--- src/assert_macros.svh ---
// Assertion helpers; compiled out for synthesis.
`ifndef ASSERT_MACROS_SVH
`define ASSERT_MACROS_SVH
`ifndef SYNTHESIS
`define ASSERT_CLK(lbl, clk, rst, prop, msg) \
  lbl: assert property (@(posedge clk) disable iff (rst) (prop)) else $error(msg);
`define ASSERT_NEVER(lbl, clk, rst, cond, msg) \
  lbl: assert property (@(posedge clk) disable iff (rst) !(cond)) else $error(msg);
`else
`define ASSERT_CLK(lbl, clk, rst, prop, msg)
`define ASSERT_NEVER(lbl, clk, rst, cond, msg)
`endif
`endif

--- src/asr_pkg.sv ---
`default_nettype none
package asr_pkg;

  localparam int unsigned W = 31;
  localparam logic [W-1:0] ENV_MAX   = 31'h7fffffff;
  localparam logic [W-1:0] ENV_FLOOR = 31'h00000800;

  // stage codes
  localparam logic [1:0] STG_OFF     = 2'd0;
  localparam logic [1:0] STG_ATTACK  = 2'd1;
  localparam logic [1:0] STG_SUSTAIN = 2'd2;
  localparam logic [1:0] STG_RELEASE = 2'd3;

  // input operation codes
  localparam logic OP_TICK = 1'b0;
  localparam logic OP_GATE = 1'b1;

  // register indexes
  localparam logic [2:0] REG_ATK_COEF  = 3'd0;
  localparam logic [2:0] REG_ATK_STEP  = 3'd1;
  localparam logic [2:0] REG_REL_COEF  = 3'd2;
  localparam logic [2:0] REG_REL_STEP  = 3'd3;
  localparam logic [2:0] REG_ATK_SHAPE = 3'd4;
  localparam logic [2:0] REG_REL_SHAPE = 3'd5;

  // multiplier operand A
  localparam logic [1:0] MA_CURVE     = 2'd0;
  localparam logic [1:0] MA_INV_CURVE = 2'd1;
  localparam logic [1:0] MA_RAMP      = 2'd2;
  // multiplier operand B
  localparam logic [1:0] MB_COEF      = 2'd0;
  localparam logic [1:0] MB_SHAPE     = 2'd1;
  localparam logic [1:0] MB_INV_SHAPE = 2'd2;
  // product destination
  localparam logic [1:0] MD_NONE  = 2'd0;
  localparam logic [1:0] MD_CURVE = 2'd1;
  localparam logic [1:0] MD_TERM  = 2'd2;
  localparam logic [1:0] MD_PROD  = 2'd3;
  // curve load
  localparam logic [1:0] CS_NONE  = 2'd0;
  localparam logic [1:0] CS_MAX   = 2'd1;
  localparam logic [1:0] CS_FLOOR = 2'd2;
  // ramp update
  localparam logic [2:0] RO_HOLD = 3'd0;
  localparam logic [2:0] RO_INC  = 3'd1;
  localparam logic [2:0] RO_DEC  = 3'd2;
  localparam logic [2:0] RO_ZERO = 3'd3;
  localparam logic [2:0] RO_MAX  = 3'd4;
  // result emit
  localparam logic [1:0] EM_NONE = 2'd0;
  localparam logic [1:0] EM_SUM  = 2'd1;
  localparam logic [1:0] EM_ZERO = 2'd2;
  localparam logic [1:0] EM_MAX  = 2'd3;
  // jump condition; a taken conditional jump cancels the step's actions
  localparam logic [1:0] JMP_NONE      = 2'd0;
  localparam logic [1:0] JMP_ALWAYS    = 2'd1;
  localparam logic [1:0] JMP_RAMP_MAX  = 2'd2;
  localparam logic [1:0] JMP_RAMP_ZERO = 2'd3;

  // program addresses
  localparam logic [3:0] PC_GATE_ON  = 4'd0;
  localparam logic [3:0] PC_GATE_OFF = 4'd1;
  localparam logic [3:0] PC_NOP      = 4'd2;
  localparam logic [3:0] PC_TICK_OFF = 4'd3;
  localparam logic [3:0] PC_TICK_SUS = 4'd4;
  localparam logic [3:0] PC_ATK_A    = 4'd5;
  localparam logic [3:0] PC_ATK_B    = 4'd6;
  localparam logic [3:0] PC_ATK_C    = 4'd7;
  localparam logic [3:0] PC_ATK_D    = 4'd8;
  localparam logic [3:0] PC_ATK_SAT  = 4'd9;
  localparam logic [3:0] PC_REL_A    = 4'd10;
  localparam logic [3:0] PC_REL_B    = 4'd11;
  localparam logic [3:0] PC_REL_C    = 4'd12;
  localparam logic [3:0] PC_REL_D    = 4'd13;
  localparam logic [3:0] PC_REL_END  = 4'd14;
  localparam logic [3:0] PC_UNUSED   = 4'd15;

  typedef struct packed {
    logic [1:0] mul_a;
    logic [1:0] mul_b;
    logic       rel;
    logic [1:0] mul_dst;
    logic [1:0] curve_set;
    logic [2:0] ramp_op;
    logic       stage_we;
    logic [1:0] stage_val;
    logic [1:0] emit;
    logic [1:0] jmp;
    logic [3:0] target;
    logic       last;
  } ctl_t;

  typedef struct packed {
    logic en;
    ctl_t w;
  } dp_ctl_t;

  typedef struct packed {
    logic [1:0] stage;
    logic       ramp_max;
    logic       ramp_zero;
    logic       out_valid;
  } stat_t;

  typedef struct packed {
    logic [W-1:0] atk_coef;
    logic [W-1:0] atk_step;
    logic [W-1:0] rel_coef;
    logic [W-1:0] rel_step;
    logic [W-1:0] atk_shape;
    logic [W-1:0] rel_shape;
  } cfg_t;

  function automatic ctl_t ucode(input logic [3:0] pc);
    ctl_t w;
    w = '0;
    case (pc)
      PC_GATE_ON: begin
        w.stage_we = 1'b1; w.stage_val = STG_ATTACK;
        w.curve_set = CS_MAX; w.ramp_op = RO_ZERO; w.last = 1'b1;
      end
      PC_GATE_OFF: begin
        w.stage_we = 1'b1; w.stage_val = STG_RELEASE;
        w.curve_set = CS_MAX; w.ramp_op = RO_MAX; w.last = 1'b1;
      end
      PC_TICK_OFF: begin
        w.emit = EM_ZERO; w.last = 1'b1;
      end
      PC_TICK_SUS: begin
        w.emit = EM_MAX; w.last = 1'b1;
      end
      PC_ATK_A: begin
        w.jmp = JMP_RAMP_MAX; w.target = PC_ATK_SAT;
        w.mul_a = MA_CURVE; w.mul_b = MB_COEF; w.mul_dst = MD_CURVE;
        w.ramp_op = RO_INC;
      end
      PC_ATK_B: begin
        w.mul_a = MA_INV_CURVE; w.mul_b = MB_SHAPE; w.mul_dst = MD_TERM;
      end
      PC_ATK_C: begin
        w.mul_a = MA_RAMP; w.mul_b = MB_INV_SHAPE; w.mul_dst = MD_PROD;
      end
      PC_ATK_D: begin
        w.emit = EM_SUM; w.last = 1'b1;
      end
      PC_ATK_SAT: begin
        w.stage_we = 1'b1; w.stage_val = STG_SUSTAIN;
        w.jmp = JMP_ALWAYS; w.target = PC_ATK_B;
      end
      PC_REL_A: begin
        w.jmp = JMP_RAMP_ZERO; w.target = PC_REL_END; w.rel = 1'b1;
        w.mul_a = MA_CURVE; w.mul_b = MB_COEF; w.mul_dst = MD_CURVE;
        w.ramp_op = RO_DEC;
      end
      PC_REL_B: begin
        w.rel = 1'b1;
        w.mul_a = MA_CURVE; w.mul_b = MB_SHAPE; w.mul_dst = MD_TERM;
      end
      PC_REL_C: begin
        w.rel = 1'b1;
        w.mul_a = MA_RAMP; w.mul_b = MB_INV_SHAPE; w.mul_dst = MD_PROD;
      end
      PC_REL_D: begin
        w.emit = EM_SUM; w.last = 1'b1;
      end
      PC_REL_END: begin
        w.stage_we = 1'b1; w.stage_val = STG_OFF;
        w.curve_set = CS_FLOOR; w.emit = EM_ZERO; w.last = 1'b1;
      end
      default: begin
        w.last = 1'b1;
      end
    endcase
    return w;
  endfunction

  // dispatch: program entry for an accepted item
  function automatic logic [3:0] entry_pc(input logic op, input logic gate,
                                          input logic [1:0] stage);
    logic [3:0] pc;
    pc = PC_NOP;
    if (op == OP_GATE) begin
      if (gate) begin
        pc = PC_GATE_ON;
      end else if (stage == STG_ATTACK || stage == STG_SUSTAIN) begin
        pc = PC_GATE_OFF;
      end
    end else begin
      case (stage)
        STG_OFF:     pc = PC_TICK_OFF;
        STG_ATTACK:  pc = PC_ATK_A;
        STG_SUSTAIN: pc = PC_TICK_SUS;
        STG_RELEASE: pc = PC_REL_A;
        default:     pc = PC_NOP;
      endcase
    end
    return pc;
  endfunction

endpackage
`default_nettype wire

--- src/asr_dp.sv ---
`default_nettype none
module asr_dp (
  input  wire logic                clk,
  input  wire logic                rst,
  input  wire asr_pkg::dp_ctl_t    ctl,
  input  wire asr_pkg::cfg_t       cfg,
  input  wire logic                out_ready,
  output asr_pkg::stat_t           stat,
  output logic                     out_valid,
  output logic [asr_pkg::W-1:0]    sample,
  output logic [1:0]               stage
);

  logic [1:0]            stage_reg;
  logic [1:0]            stage_next;
  logic [asr_pkg::W-1:0] curve;
  logic [asr_pkg::W-1:0] ramp;
  logic [asr_pkg::W-1:0] term;
  logic [asr_pkg::W-1:0] prod;
  logic [asr_pkg::W-1:0] coef, shape, step;
  logic [asr_pkg::W-1:0] op_a, op_b;
  logic [2*asr_pkg::W-1:0] mul_full;
  logic [asr_pkg::W-1:0] qprod;
  logic [asr_pkg::W:0]   ramp_sum;
  logic [asr_pkg::W-1:0] ramp_inc, ramp_dec;
  logic [asr_pkg::W:0]   blend_sum;
  logic [asr_pkg::W-1:0] blend_sat;

  assign coef  = ctl.w.rel ? cfg.rel_coef  : cfg.atk_coef;
  assign shape = ctl.w.rel ? cfg.rel_shape : cfg.atk_shape;
  assign step  = ctl.w.rel ? cfg.rel_step  : cfg.atk_step;

  always_comb begin
    case (ctl.w.mul_a)
      asr_pkg::MA_INV_CURVE: op_a = asr_pkg::ENV_MAX - curve;
      asr_pkg::MA_RAMP:      op_a = ramp;
      default:               op_a = curve;
    endcase
    case (ctl.w.mul_b)
      asr_pkg::MB_SHAPE:     op_b = shape;
      asr_pkg::MB_INV_SHAPE: op_b = asr_pkg::ENV_MAX - shape;
      default:               op_b = coef;
    endcase
  end

  // Q31 product, truncating
  assign mul_full = (2*asr_pkg::W)'(op_a) * (2*asr_pkg::W)'(op_b);
  assign qprod    = mul_full[2*asr_pkg::W-1:asr_pkg::W];

  assign ramp_sum = {1'b0, ramp} + {1'b0, step};
  assign ramp_inc = ramp_sum[asr_pkg::W] ? asr_pkg::ENV_MAX : ramp_sum[asr_pkg::W-1:0];
  assign ramp_dec = (ramp > step) ? (ramp - step) : '0;

  assign blend_sum = {1'b0, term} + {1'b0, prod};
  assign blend_sat = blend_sum[asr_pkg::W] ? asr_pkg::ENV_MAX : blend_sum[asr_pkg::W-1:0];

  assign stage_next = (ctl.en && ctl.w.stage_we) ? ctl.w.stage_val : stage_reg;

  always_ff @(posedge clk) begin
    if (rst) begin
      stage_reg <= asr_pkg::STG_OFF;
      curve     <= asr_pkg::ENV_FLOOR;
      ramp      <= '0;
    end else if (ctl.en) begin
      stage_reg <= stage_next;
      if (ctl.w.mul_dst == asr_pkg::MD_CURVE) begin
        curve <= qprod;
      end else if (ctl.w.curve_set == asr_pkg::CS_MAX) begin
        curve <= asr_pkg::ENV_MAX;
      end else if (ctl.w.curve_set == asr_pkg::CS_FLOOR) begin
        curve <= asr_pkg::ENV_FLOOR;
      end
      case (ctl.w.ramp_op)
        asr_pkg::RO_INC:  ramp <= ramp_inc;
        asr_pkg::RO_DEC:  ramp <= ramp_dec;
        asr_pkg::RO_ZERO: ramp <= '0;
        asr_pkg::RO_MAX:  ramp <= asr_pkg::ENV_MAX;
        default:          ramp <= ramp;
      endcase
    end
  end

  always_ff @(posedge clk) begin
    if (ctl.en && ctl.w.mul_dst == asr_pkg::MD_TERM) begin
      term <= qprod;
    end
    if (ctl.en && ctl.w.mul_dst == asr_pkg::MD_PROD) begin
      prod <= qprod;
    end
  end

  // output register
  always_ff @(posedge clk) begin
    if (rst) begin
      out_valid <= 1'b0;
    end else if (ctl.en && ctl.w.emit != asr_pkg::EM_NONE) begin
      out_valid <= 1'b1;
      stage     <= stage_next;
      case (ctl.w.emit)
        asr_pkg::EM_SUM: sample <= blend_sat;
        asr_pkg::EM_MAX: sample <= asr_pkg::ENV_MAX;
        default:         sample <= '0;
      endcase
    end else if (out_ready) begin
      out_valid <= 1'b0;
    end
  end

  assign stat.stage     = stage_reg;
  assign stat.ramp_max  = (ramp == asr_pkg::ENV_MAX);
  assign stat.ramp_zero = (ramp == '0);
  assign stat.out_valid = out_valid;

endmodule
`default_nettype wire

--- src/asr_seq.sv ---
`default_nettype none
`include "assert_macros.svh"
module asr_seq (
  input  wire logic             clk,
  input  wire logic             rst,
  input  wire logic             in_valid,
  input  wire logic             operation,
  input  wire logic             gate_level,
  input  wire logic             out_ready,
  input  wire asr_pkg::stat_t   stat,
  output logic                  in_ready,
  output asr_pkg::dp_ctl_t      ctl
);

  logic           busy;
  logic [3:0]     pc;
  asr_pkg::ctl_t  w;
  logic           cond_hit;
  logic           skip;
  logic           stall;
  logic           done;
  logic [1:0]     stage_after;
  logic [3:0]     entry;

  assign w = asr_pkg::ucode(pc);

  always_comb begin
    case (w.jmp)
      asr_pkg::JMP_ALWAYS:    cond_hit = 1'b1;
      asr_pkg::JMP_RAMP_MAX:  cond_hit = stat.ramp_max;
      asr_pkg::JMP_RAMP_ZERO: cond_hit = stat.ramp_zero;
      default:                cond_hit = 1'b0;
    endcase
  end

  assign skip  = cond_hit && (w.jmp != asr_pkg::JMP_ALWAYS);
  assign stall = (w.emit != asr_pkg::EM_NONE) && stat.out_valid && !out_ready;
  assign done  = busy && !stall && w.last;

  assign ctl.en = busy && !stall && !skip;
  assign ctl.w  = w;

  assign in_ready = !busy || done;

  // stage as it stands after this cycle's step, for dispatch of the next item
  assign stage_after = (ctl.en && w.stage_we) ? w.stage_val : stat.stage;
  assign entry       = asr_pkg::entry_pc(operation, gate_level, stage_after);

  always_ff @(posedge clk) begin
    if (rst) begin
      busy <= 1'b0;
      pc   <= asr_pkg::PC_NOP;
    end else if (in_valid && in_ready) begin
      busy <= 1'b1;
      pc   <= entry;
    end else if (done) begin
      busy <= 1'b0;
    end else if (busy && !stall) begin
      pc <= cond_hit ? w.target : pc + 4'd1;
    end
  end

  `ASSERT_CLK(a_stall_holds, clk, rst, (busy && stall) |=> (busy && $stable(pc)), "step advanced while output held")
  `ASSERT_CLK(a_accept_busy, clk, rst, (in_valid && in_ready) |=> busy, "accepted item not started")
  `ASSERT_NEVER(a_no_unused, clk, rst, busy && pc == asr_pkg::PC_UNUSED, "program ran off its end")
  `ASSERT_CLK(a_done_idle, clk, rst, (done && !in_valid) |=> !busy, "sequencer did not retire")

endmodule
`default_nettype wire

--- src/asr_envelope_generator_top.sv ---
`default_nettype none
// ASR envelope generator, Q31.
// Input channel (in_valid/in_ready): operation 0 = sample tick, 1 = gate change;
// gate_level picks gate on (1) or off (0). A gate change gives no result; a tick
// gives exactly one transfer on the output channel (out_valid/out_ready) with
// the envelope sample and the stage after the tick.
// Config: cfg_we/cfg_index/cfg_data write one of six 31-bit registers per cycle;
// idx > 5 dropped; user must write only while the block is idle (not enforced).
// Timing: a microcoded sequencer steps one control word per cycle (held while a
// result waits on a stalled receiver) through a shared 31x31 multiplier. Attack
// and release ticks take 4 steps (3 multiplies plus the blend/saturate step), 5
// when attack hits full scale; sustain, off and gate changes take 1 step, a
// release tick that finds the ramp at zero 2. The last step writes the result
// into the output register. The next item is taken in the last step's cycle, so
// items follow one another with no idle step between them.
// Reset: stage off, curve 0x800, ramp 0, registers at their defaults, no result
// pending. When the receiver stalls, the result waits in the output register;
// the sequencer holds at its next emitting step and stops taking input there.
module asr_envelope_generator_top (
  input  wire logic                     clk,
  input  wire logic                     rst,
  // item channel
  input  wire logic                     in_valid,
  output logic                          in_ready,
  input  wire logic                     operation,
  input  wire logic                     gate_level,
  // result channel
  output logic                          out_valid,
  input  wire logic                     out_ready,
  output logic [asr_pkg::W-1:0]         sample,
  output logic [1:0]                    stage,
  // register write port
  input  wire logic                     cfg_we,
  input  wire logic [2:0]               cfg_index,
  input  wire logic [asr_pkg::W-1:0]    cfg_data
);

  asr_pkg::cfg_t    cfg;
  asr_pkg::dp_ctl_t ctl;
  asr_pkg::stat_t   stat;

  // register file
  always_ff @(posedge clk) begin
    if (rst) begin
      cfg.atk_coef  <= 31'd2146863454;
      cfg.atk_step  <= 31'd44739;
      cfg.rel_coef  <= 31'd2146863454;
      cfg.rel_step  <= 31'd44739;
      cfg.atk_shape <= '0;
      cfg.rel_shape <= '0;
    end else if (cfg_we) begin
      case (cfg_index)
        asr_pkg::REG_ATK_COEF:  cfg.atk_coef  <= cfg_data;
        asr_pkg::REG_ATK_STEP:  cfg.atk_step  <= cfg_data;
        asr_pkg::REG_REL_COEF:  cfg.rel_coef  <= cfg_data;
        asr_pkg::REG_REL_STEP:  cfg.rel_step  <= cfg_data;
        asr_pkg::REG_ATK_SHAPE: cfg.atk_shape <= cfg_data;
        asr_pkg::REG_REL_SHAPE: cfg.rel_shape <= cfg_data;
        default: ;
      endcase
    end
  end

  // control: step counter, program ROM, dispatch
  asr_seq u_seq (
    .clk        (clk),
    .rst        (rst),
    .in_valid   (in_valid),
    .operation  (operation),
    .gate_level (gate_level),
    .out_ready  (out_ready),
    .stat       (stat),
    .in_ready   (in_ready),
    .ctl        (ctl)
  );

  // datapath: envelope state, shared multiplier, output register
  asr_dp u_dp (
    .clk       (clk),
    .rst       (rst),
    .ctl       (ctl),
    .cfg       (cfg),
    .out_ready (out_ready),
    .stat      (stat),
    .out_valid (out_valid),
    .sample    (sample),
    .stage     (stage)
  );

endmodule
`default_nettype wire
--- config.mk ---
export PLATFORM = sky130hd
export DESIGN_NAME = asr_envelope_generator_top
export DESIGN_NICKNAME = d
export VERILOG_FILES = /design/src/asr_pkg.sv /design/src/asr_dp.sv /design/src/asr_seq.sv /design/src/asr_envelope_generator_top.sv
export VERILOG_INCLUDE_DIRS = /design/src /design/src/src
export SDC_FILE = /design/constraint.sdc
export NUM_CORES = 2
export LEC_CHECK = 0
export BUFFER_PORTS_ARGS = -buffer_cell sky130_fd_sc_hd__buf_2
export CAP_MARGIN = 15
export CORE_UTILIZATION = 40
export DETAILED_ROUTE_END_ITERATION = 10
export SLEW_MARGIN = 20
export SYNTH_ARGS = -nofsm -noshare
export SYNTH_HDL_FRONTEND = slang
export SYNTH_SLANG_ARGS = --single-unit
--- constraint.sdc ---
create_clock -name clk -period 11.2 [get_ports clk]
set_input_delay 0.56 -clock clk [delete_from_list [all_inputs] [get_ports clk]]
set_output_delay 0.56 -clock clk [all_outputs]
set_load 0.02 [all_outputs]
Yosys cells after proc, flatten, opt, wreduce, memory -nomap -nowiden

Cells that the tools add are included.

Word-level logic and storage cells: 148
Flip-flop bits (word level): 351
Memory bits (read-only): 0
RAM bits: 0
Latch bits: 0
Output and inout bits: 35
Memories: 0
Input port bits: 41

Muxes and demuxes: 36
Divide/modulo/power cells: 0
Reductions and logical operators: 45
Bitwise gates (word level): 1
Equal/unequal tests: 42
Add/subtract/negate cells: 6
Shift-type cells: 0
Multipliers: 1
Magnitude comparators: 1

Operator list:

| kind                                          | count |
|---|---|
| 2-to-1 mux 31 bit                             | 9 |
| one-hot mux 31 bit (2 select lines)           | 3 |
| one-hot mux 31 bit (4 select lines)           | 1 |
| adder 31 x 31 -> 32 bit                       | 2 |
| multiplier 31 x 31 -> 62 bit                  | 1 |
| subtractor 31 bit, first input constant       | 2 |
| == test 31 bit, second input constant         | 1 |
| > comparator 31 bit                           | 1 |
| zero test 31 bit                              | 1 |
| subtractor 31 bit                             | 1 |
| == test 4 bit, second input constant          | 7 |
| 2-to-1 mux 4 bit                              | 6 |
| one-hot mux 3 bit (4 select lines)            | 2 |
| == test 2 bit, second input constant          | 10 |
| AND reduction 2 bit                           | 10 |
| one-hot mux 6 bit (3 select lines)            | 1 |
| == test 4 x 3 -> 1 bit, second input constant | 4 |
| one-hot mux 4 bit (4 select lines)            | 1 |
| == test 2 x 1 -> 1 bit, second input constant | 7 |
| == test 3 x 2 -> 1 bit, second input constant | 4 |
| one-hot mux 2 bit (3 select lines)            | 2 |
| one-hot mux 4 bit (3 select lines)            | 1 |
| OR reduction 2 bit                            | 6 |
| logical AND 1 bit                             | 11 |
| 22 further kinds                              | 38 |

Depth between registers and ports, before layout

Depth in word-level cells: 17
Mapped depth: 42
Depth with buffers taken out: 38

Hierarchy

Synthesis repeated with hierarchy kept, for this count alone.

Cells, all modules: 5773
Area, all modules: 51280.4 um^2

Modules (own cells, without submodules):

| module                     | seq. area each (um^2) | cells each | times used | area each (um^2) |
|---|---|---|---|---|
| asr_dp                     | 4154.0                | 4976       | 1          | 43111.3 |
| asr_envelope_generator_top | 3723.6                | 677        | 1          | 7255.7 |
| asr_seq                    | 100.1                 | 120        | 1          | 913.4 |

Worst setup path after synthesis

Ideal clock, no wire load.

Path kind: reg2reg
From: register u_seq.pc[3]
To: register u_dp.curve[30] (netlist bit)
Cell stages (with the launch flop): 34
Period minus slack after synthesis: 9.952 ns
Arrival time: 9.817 ns
Path buffers: 6
Path slack: 1.248 ns
Data required time: 11.066 ns
Library setup time: 0.134 ns
Path through: dfxtp_1 > buf_6 > clkbuf_1 > mux2_2 > nand2_1 > inv_1 > ha_1 > buf_2 > clkbuf_1 > buf_1 > mux2i_1 > clkbuf_1 > nand2_1 > fa_1 > inv_1 > fa_1 > fa_1 > fa_1 > fa_1 > fa_1 > fa_1 > fa_1 > ha_1 > inv_1 > or4_1 > or3_1 > o21ai_1 > a211oi_1 > a22oi_4 > nand2_1 > o21a_2 > o221ai_4 > a21oi_1 > or4_1

Cells in the longest elaborated chain, start to end: 10
Elaborated cells on any way between the ends: 57
Classes of those cells: 1 x add/sub; 1 x mul; 24 x eq/ne; 13 x mux; 18 x reduce/logical

Ends and longest elaborated chain:

| what                                                                  | RTL line      | source |
|---|---|---|
| from (decl)                                                           | asr_seq.sv:16 | `logic [3:0] pc;` |
| from (signal assigned)                                                | asr_seq.sv:52 | `pc <= asr_pkg::PC_NOP;` |
| from (signal assigned)                                                | asr_seq.sv:55 | `pc <= entry;` |
| from (signal assigned)                                                | asr_seq.sv:59 | `pc <= cond_hit ? w.target : pc + 4'd1;` |
| branches (longest 10 deep; another with multiplier 31 x 31 -> 62 bit) | n/a           |  |
| to (signal assigned)                                                  | asr_dp.sv:67  | `curve <= qprod;` |
| to (signal assigned)                                                  | asr_dp.sv:69  | `curve <= asr_pkg::ENV_MAX;` |
| to (signal assigned)                                                  | asr_dp.sv:71  | `curve <= asr_pkg::ENV_FLOOR;` |
| to (decl)                                                             | asr_dp.sv:16  | `logic [asr_pkg::W-1:0] curve;` |

Parallel ways; which one is timed is not known.
A chain may end at the register's enable or synchronous reset.

Worst setup path after layout

From: register u_seq.pc[0]
To: register u_dp.curve[30] (netlist bit)

Same word-level chain as after synthesis.

==> results.md <==
- Synth Area per Inst: 8.677 um2
- Syn_nets: 6971
- Wire per inst: 22.74 um
- Final nets: 6960
- WP depth: 31
- CP max-delay cell: ha_2
- Hpwl dp: 134900 um
- Clk_lat worst skew: 0.59 ns
- #FFs+latches synth: 351
- # hold bufs at CTS: 0
- Die Area: 125800 um2
- CP Class: flip-flop to flip-flop
- WHS Path Cells: 3
- Placer Congestion: 0.9960
- Yosys top cell by area: fa_1
- Syn Std Cell Area: 49750 um2
- Top cell family by delay on the critical path: adder cells
- Vias in the first global route: 41590
- Worst min path class: input pin to flip-flop
- Routed WL: 168200 um
- CTS tree: yes
- Reg-to-Reg Start: u_seq.pc[0]
- Worst-case clock skew: 0.04502 ns
- Maxcap violations: 0
- Area Overhead vs Synth: 8.736%
- Non-filler instance count after layout: 7395
- Die H: 354.7 um
- FMAX: 92.88 MHz
- Setup total negative slack: 0 ns
- R2R Path End: u_dp.curve[30]
- Global-route wire length before repair: 254400 um
- R2r worst-path depth: 31
- Number of distinct library cells after synthesis: 89
- Sequential cell area fraction in the yosys report: 16.03%
- Via Count: 40650
- Core Rows: 129
- DRT iter0 DRCs: 3419
- Share of cells above drive strength 1: 8.548%
- ANT nets after route: 0
- IO Port Bufs: 75
- Cell mode on critical path: fa_1
- DRT Pass-1 Iters: 6
- Clk sinks: 351
- Clock slew at reported path FFs: 0.07 ns
- Setup violations, final: 0
- Minimum clock period: 10.77 ns
- Fin crit share: 96.13%
- CP Launch Type: flip-flop
- Gr usage total: 26.68%
- CP startpoint: u_seq.pc[0]
- CTS root buffer: clkbuf_16
- Outcome: finished, final reports clean
- Slew HR: 24.61%
- Crit. End Element: flip-flop
- Max Root-Sink Buffers: 3
- Die X: 354.7 um
- Final Slew Violations: 0
- Top-count cell post-synth: nand2_1
- Inst Count DP: 7317
- Avg Vias per Cell: 5.497
- Async set-reset flop share out of synthesis: 0%
- I/O pin cnt: 76
- Max reg flops: 186
- Post-synth top flop: dfxtp_1
- Largest cells by area after synthesis: fa_1 (34%), dfxtp_1 (10%), ha_1 (9.0%)
- RSZ-0062 raised after global routing: false
- YS warnings: 0
- Arrival @ worst endpoint: 11.20 ns
- R2r setup slk: 0.43 ns
- Pin slew with the least headroom to its limit: 1.128 ns
- Reg with most FFs: cfg
- Post-CTS Setup Repair Bufs: 0
- CP required: 11.63 ns
- Max FO, Critical Path: 49
- Synth top cells by count: nand2_1 (914), inv_1 (905), fa_1 (839)
- Share of the synthesized area in the top cell type: 33.76%
- Core box area: 123500 um2
- CTS H-Tree Depth: 2
- Initial antenna violation count: 3
- Max incr delay on CP: 0.95 ns
- Post-Syn Instances: 5734
- Final hold vios: 0
- Largest net degree at the start of global routing: 113
- Num CTS Buffers: 41
- Initial Util: 40.29%
- CTS resizes: 0
- Crit path buf inv count: 6
- DRC: 0
- Grt ovf: 0
- EDFF count, synth: 95
- Critical Path End: u_dp.curve[30]
logic make-up after synthesis:
| group | count (synthesis) | share of synthesized area (%) |
|---|---|---|
| AO/OA/AOI/OAI | 805 | 10.48 |
| XOR/XNOR | 119 | 2.095 |
| adder cells (fa/ha/maj) | 1196 | 42.74 |
| buffers and inverters | 1237 | 9.425 |
| flip-flops | 351 | 16.03 |
| multiplexers | 165 | 3.460 |
| AND/OR/NAND/NOR | 1861 | 15.77 |
worst min path at each step:
stage          startpoint          to
5_1_grt          in_valid  u_seq.busy
4_1_cts          in_valid  u_seq.busy
3_3_place_gp     cfg[143]    cfg[143]
3_5_place_dp     cfg[148]    cfg[148]
2_1_floorplan    cfg[126]    cfg[126]
6_report         in_valid  u_seq.busy
stage by stage:
step                      hold WS, ns  area, um2  utilization [%]  worst slack [ns]
after floorplan                0.4329      49750                -             1.248
after global placement         0.4382      52760            42.73            0.4611
after detailed placement       0.4436      52760            42.73            0.2220
after CTS                      0.2536      54080            43.80            0.2269
after global routing           0.2803      54100            43.81           0.08058
final                          0.2681      54100            43.82            0.4338
worst register-to-register path, delay by kind of cell (launching register included):
family,cells,cell delay [ns]
adders and majority gates,11,5.38
AOI/OAI and AO/OA,7,1.86
and+or+nand+nor,7,2.00
buffers and inverters,6,0.98
DFF,1,0.42
cell type report:
class                           instances  area [um2]
Timing Repair Buffer                  276        2003
Inverter                              907        3405
Sequential cell                       351        7978
Fill cell                           12150       69370
Multi-Input combinational cell       4146       37340
Clock inverter                         17       158.9
Antenna cell                            2       5.005
Tap cell                             1637        2048
Clock buffer                           59        1164
layer usage:
| layer | wire length [um] | track usage [%] |
|---|---|---|
| met5 | 47 | 0 |
| met4 | 10080 | 13.39 |
| met3 | 14000 | 5.003 |
| met2 | 77150 | 43.46 |
| met1 | 66900 | 33.86 |
cells in the final DEF, fill, tap and decap left out, types with 10 or more instances in the layout:
cell type	count
nand3_1	29
buf_4	192
a31oi_1	15
a21o_1	99
clkbuf_1	11
ha_1	355
nor2b_1	24
mux2i_1	98
inv_1	905
nand3b_1	59
nor3_1	24
buf_2	74
o31ai_1	11
o21bai_1	23
clkinv_2	10
o21ai_0	95
a221oi_1	33
a21oi_1	335
nand2_1	914
a311oi_1	28
xnor2_1	79
nor2_1	629
edfxtp_1	95
nand4_1	28
nor4_1	18
mux2_2	56
or2_2	22
clkbuf_16	41
and2_1	18
nand2b_1	30
nor3b_1	10
fa_1	839
o21ai_1	11
and3_1	19
xor2_1	40
a21oi_2	10
dfxtp_1	256
o21a_1	23
a211oi_1	25
Power is left out: the tool's default activity adds up to more than one toggle a clock period on the data nets, which glitch-free logic cannot reach.
